**src/rtl/qic_pkg.sv**
```systemverilog
// ============================================================================
// qic_pkg: shared types and constants of the quadratic interpolation unit
// Payload structs for both channels and the front-to-back queue entry.
// ============================================================================
package qic_pkg;

   // Field widths
   localparam int X_W     = 8;
   localparam int Y_W     = 24;
   localparam int FRAC_W  = 16;
   localparam int COEF_W  = 64;
   // Denominator: product of three abscissa differences, signed
   localparam int DEN_W   = 27;
   // Denominator magnitude
   localparam int DM_W    = DEN_W - 1;
   // Coefficient count and divider depth (one quotient bit per stage)
   localparam int NCOEF   = 3;
   localparam int DIV_N   = COEF_W;
   // Queue between front and back, also the credit limit of the block
   localparam int QDEPTH  = 8;
   localparam int QAW     = $clog2(QDEPTH);

   // Coefficient lanes
   localparam int LANE_SQUARE = 0;
   localparam int LANE_LINEAR = 1;
   localparam int LANE_CONST  = 2;

   typedef struct packed {
      logic signed [X_W-1:0] x_first;
      logic signed [Y_W-1:0] y_first;
      logic signed [X_W-1:0] x_second;
      logic signed [Y_W-1:0] y_second;
      logic signed [X_W-1:0] x_third;
      logic signed [Y_W-1:0] y_third;
   } req_payload_type;

   typedef struct packed {
      logic signed [COEF_W-1:0] coef_square;
      logic signed [COEF_W-1:0] coef_linear;
      logic signed [COEF_W-1:0] coef_const;
      logic                     points_coincide;
   } rsp_payload_type;

   // Scaled numerators over the common denominator
   typedef struct packed {
      logic signed [COEF_W-1:0] num_square;
      logic signed [COEF_W-1:0] num_linear;
      logic signed [COEF_W-1:0] num_const;
      logic signed [DEN_W-1:0]  den;
      logic                     coincide;
   } num_item_type;

endpackage

```
**src/rtl/qic_queue.sv**
```systemverilog
// ============================================================================
// qic_queue: short queue between front and back
// Register-array FIFO; head entry is visible without a read cycle.
// ============================================================================
module qic_queue (
   input  logic                  clock,
   input  logic                  reset,
   input  logic                  push,
   input  qic_pkg::num_item_type push_data,
   input  logic                  pop,
   output qic_pkg::num_item_type head_data,
   output logic                  empty
);

   qic_pkg::num_item_type        mem_ff [qic_pkg::QDEPTH];
   logic [qic_pkg::QAW-1:0]      wr_ptr_ff, rd_ptr_ff;
   logic [qic_pkg::QAW:0]        count_ff;

   // pointers and fill count
   always_ff @(posedge clock) begin
      if (reset) begin
         wr_ptr_ff <= '0;
         rd_ptr_ff <= '0;
         count_ff  <= '0;
      end else begin
         if (push) begin
            wr_ptr_ff <= wr_ptr_ff + 1'b1;
         end
         if (pop) begin
            rd_ptr_ff <= rd_ptr_ff + 1'b1;
         end
         count_ff <= count_ff + (qic_pkg::QAW+1)'(push) - (qic_pkg::QAW+1)'(pop);
      end
   end

   // storage
   always_ff @(posedge clock) begin
      if (push) begin
         mem_ff[wr_ptr_ff] <= push_data;
      end
   end

   assign head_data = mem_ff[rd_ptr_ff];
   assign empty     = (count_ff == '0);

   // ---- assertions
   a_no_overflow: assert property (@(posedge clock) disable iff (reset)
      push && !pop |-> count_ff != (qic_pkg::QAW+1)'(qic_pkg::QDEPTH))
      else $error("qic_queue: push into full queue");

   a_no_underflow: assert property (@(posedge clock) disable iff (reset)
      pop |-> !empty)
      else $error("qic_queue: pop from empty queue");

   a_push_lands: assert property (@(posedge clock) disable iff (reset)
      push && !pop |=> !empty)
      else $error("qic_queue: pushed transaction lost");

endmodule

```
**config.mk**
```make
export PLATFORM = sky130hd
export DESIGN_NAME = qic_queue
export DESIGN_NICKNAME = d
export VERILOG_FILES = /design/src/rtl/qic_pkg.sv /design/src/rtl/qic_queue.sv
export SDC_FILE = /design/constraint.sdc
export NUM_CORES = 1
export LEC_CHECK = 0
export ABC_CLOCK_PERIOD_IN_PS = 24400
export BUFFER_PORTS_ARGS = -buffer_cell sky130_fd_sc_hd__buf_2
export CORE_MARGIN = 2
export CORE_UTILIZATION = 35
export DETAILED_ROUTE_END_ITERATION = 6
export PLACE_DENSITY = 0.54
export SLEW_MARGIN = 15
export SYNTH_ARGS = -nofsm -noshare
export SYNTH_HDL_FRONTEND = slang
export SYNTH_SLANG_ARGS = --single-unit
```
**constraint.sdc**
```tcl
create_clock -name clock -period 24.4 [get_ports clock]
set_input_delay 4.88 -clock clock [delete_from_list [all_inputs] [get_ports clock]]
set_output_delay 4.88 -clock clock [all_outputs]
set_load 0.05 [all_outputs]
```
==> results by group <==
Placed design
  • Placed insts: 5506
  • DPL Wire Length: 79.94 mm
  • Pre-CTS WS: 14740 ps
  • GP Congestion: 0.6893
  • Port Buffer Count: 444

Drt
  • DRT iter0 DRCs: 1813
  • Antenna Nets Post-Route: 0
  • Vias/cell: 5.013
  • WL final: 151.1 mm
  • Remaining DRCs: 0
  • Vias: 29410
  • DRT Pass-1 Iters: 5
  • Drt wl/cell: 25.76 µm

Final layout
  • Final #Nets: 3403
  • Filler cell count: 16700
  • Area added between synthesis and finish: 16.02%
  • Fraction of layout cells with a size suffix above 1: 33.92%
  • Final Non-Filler Cells: 5866

Synthesis
  • Ys async rst share: 0%
  • Seq cells post-synth: 1773
  • Mean post-synth cell area: 26.03 µm²
  • Area contributors post-synth: edfxtp_1, mux4_1, mux4_2
  • Number of synthesized flops with an enable pin: 1760
  • Post-Synthesis Cells: 2610
  • Syn Std Cell Area: 67930 µm²
  • Synth cell types: 26
  • Yosys top cell by area: edfxtp_1
  • Synth Warn #: 0
  • Seq/Total Area, Yosys: 78.18%
  • Synth Flop Type: edfxtp_1
  • Syn Nets: 2842
  • Area share of the largest cell type after synthesis: 77.80%

Timing
  • Hold Fails Final Rpt: 0
  • Post-route setup slack: 14030 ps
  • Setup tns final: 0 ps
  • RSZ-0062 raised after global routing: no
  • Period minus WS final: 10370 ps
  • Tcrit/Tclk final: 42.50%
  • Clk_skew: 23.69 ps
  • Max Slew Vio Count: 0
  • Top achievable clock speed: 96.44 MHz
  • Final setup fails: 0
  • Final hold slack: 532.5 ps
  • Worst slew pin tran: 1143 ps
  • Slew margin rel.: 23.77%

Run status
  • Status: completed

Critical path
  • Setup CP Type: reg -> out
  • Crit. End Element: primary output
  • Worst EP arrival: 5490 ps
  • CP startpoint kind: register
  • Worst path required time: 19520 ps
  • Crit path max fanout: 54

Pwr
  • PD cells: 87.18 nW/µm²
  • Leakage power: 25.25 nW
  • Peak VDD IR: 0.05578 mV
  • Final Power: 6.871 mW

CTS
  • Setup Fix Bufs, Post-CTS: 0
  • CTS Buf Count: 189
  • CTS Hold Bufs: 0
  • Cts repair resizes: 0
  • Clk_lat worst skew: 810 ps
  • H-tree depth: 4
  • Clock tree root buffer cell: clkbuf_16
  • CTS tree: done
  • Clock Sinks: 1773
  • Clock Pin Slew Worst Setup and Hold Paths: 60 ps
  • CTS Buffer Depth: 3

Die
  • Num ports: 445
  • FP Rows: 161
  • Die area: 197600 µm²
  • Core Area: 192800 µm²
  • Die Y: 444.6 µm
  • Initial Utilization: 35.24%
  • Die W: 444.6 µm

Global route
  • Vias in the first global route: 30820
  • Initial antenna violation count: 56
  • GR Overflow Total: 0
  • Largest net degree at the start of global routing: 154
  • All-Layer GR Usage: 15.05%
  • First-pass GRT wire length: 215.9 mm

Min path
  • HP Class: reg -> reg

Flow run
  • MaxCap Viol Count: 0
metal layers:
layer / track usage (%) / vias to the layer above / share of wire (%)
met1: 18.54 / 15790 / 41
met2: 26.55 / 598 / 52
met3: 2.948 / 302 / 3.8
met5: 0 / - / 0.072
met4: 4.929 / 16 / 3.0
li1: - / 12710 / -
critical path, stage by stage (launching register included):
cell	delay [ps]
dfxtp_4	910
buf_4	900
buf_4	700
buf_4	790
mux4_1	660
mux2_2	280
buf_2	220
power breakdown:
| part | internal (mW) | switching [mW] | total (mW) |
|---|---|---|---|
| sequential | 3.43 | 0.0221 | 3.45 |
| clock | 1.55 | 1.17 | 2.72 |
| combinational | 0.227 | 0.471 | 0.698 |
| total | 5.20 | 1.67 | 6.87 |
cell families (layout without fill, tap and decap cells):
family / count (synthesis) / in the layout / synth area share, %
AOI/OAI and AO/OA: 3 / 3 / 0.02763
other: 0 / 9 / 0
DFF: 1773 / 1773 / 78.18
muxes: 662 / 662 / 19.88
adders and majority gates: 8 / 8 / 0.1584
and+or+nand+nor: 29 / 29 / 0.1879
xor gates and xnor gates: 5 / 5 / 0.06448
buffers and inverters: 130 / 851 / 1.503
synthesized netlist by cell type, types with 5 or more instances:
cell type  count
buf_6          5
nor2_1        16
mux2_2       220
mux4_2       148
mux4_1       292
inv_1          7
clkbuf_1      44
ha_1           7
dfxtp_1       13
buf_8         36
buf_1         14
buf_2         20
edfxtp_1    1760
cells in the final DEF (no fill, tap or decap), drive strengths merged:
| cell | Yosys | layout |
|---|---|---|
| clkbuf | 44 | 232 |
| xor2 | 3 | 3 |
| bufinv | 0 | 10 |
| clkinv | 0 | 99 |
| nor2 | 16 | 16 |
| diode | 0 | 9 |
| nand2 | 4 | 4 |
| dfxtp | 13 | 13 |
| mux4 | 440 | 440 |
| mux2 | 220 | 220 |
| ha | 7 | 7 |
| a31o | 1 | 1 |
| nand3 | 1 | 1 |
| mux2i | 2 | 2 |
| fa | 1 | 1 |
| edfxtp | 1760 | 1760 |
| xnor2 | 2 | 2 |
| nor3 | 2 | 2 |
| inv | 7 | 17 |
| a21oi | 2 | 2 |
| nand2b | 4 | 4 |
| and3 | 1 | 1 |
| buf | 79 | 493 |
| nor2b | 1 | 1 |
metrics by stage:
stage	util (%)	area [µm²]
after global routing	40.88	78810
after detailed placement	37.79	72850
after global placement	37.79	72850
after floorplan	-	67930
final	40.88	78820
after CTS	40.87	78790
worst paths after layout:
kind	from	end	slack, ps	cells after the start
max reg2reg	wr_ptr_ff[0]$_SDFFE_PP0P_	mem_ff[3][56]$_DFFE_PP_	20720	4
max	register	head_data[167]	14030	6
min	wr_ptr_ff[2]$_SDFFE_PP0P_	wr_ptr_ff[2]$_SDFFE_PP0P_	530	2
min reg2reg	wr_ptr_ff[2]$_SDFFE_PP0P_	wr_ptr_ff[2]$_SDFFE_PP0P_	530	2
registers in the layout (all words and copies together) (netlist names), named ones only:
signal and cells:
wr_ptr_ff 3, mem_ff 1760, count_ff 4, rd_ptr_ff 3
cell type report:
class	instances	area (µm²)	area share (%)
repair buffers	493	2690	3.413
clock buffers	232	4912	6.233
clock inverters	119	1026	1.302
inverters	7	26.28	0.03334
well taps	2526	3161	4.010
flip-flops and latches	1773	53120	67.40
diodes	9	22.52	0.02858
multi-input cells	707	13860	17.58
(Power assumes the default switching activity.)
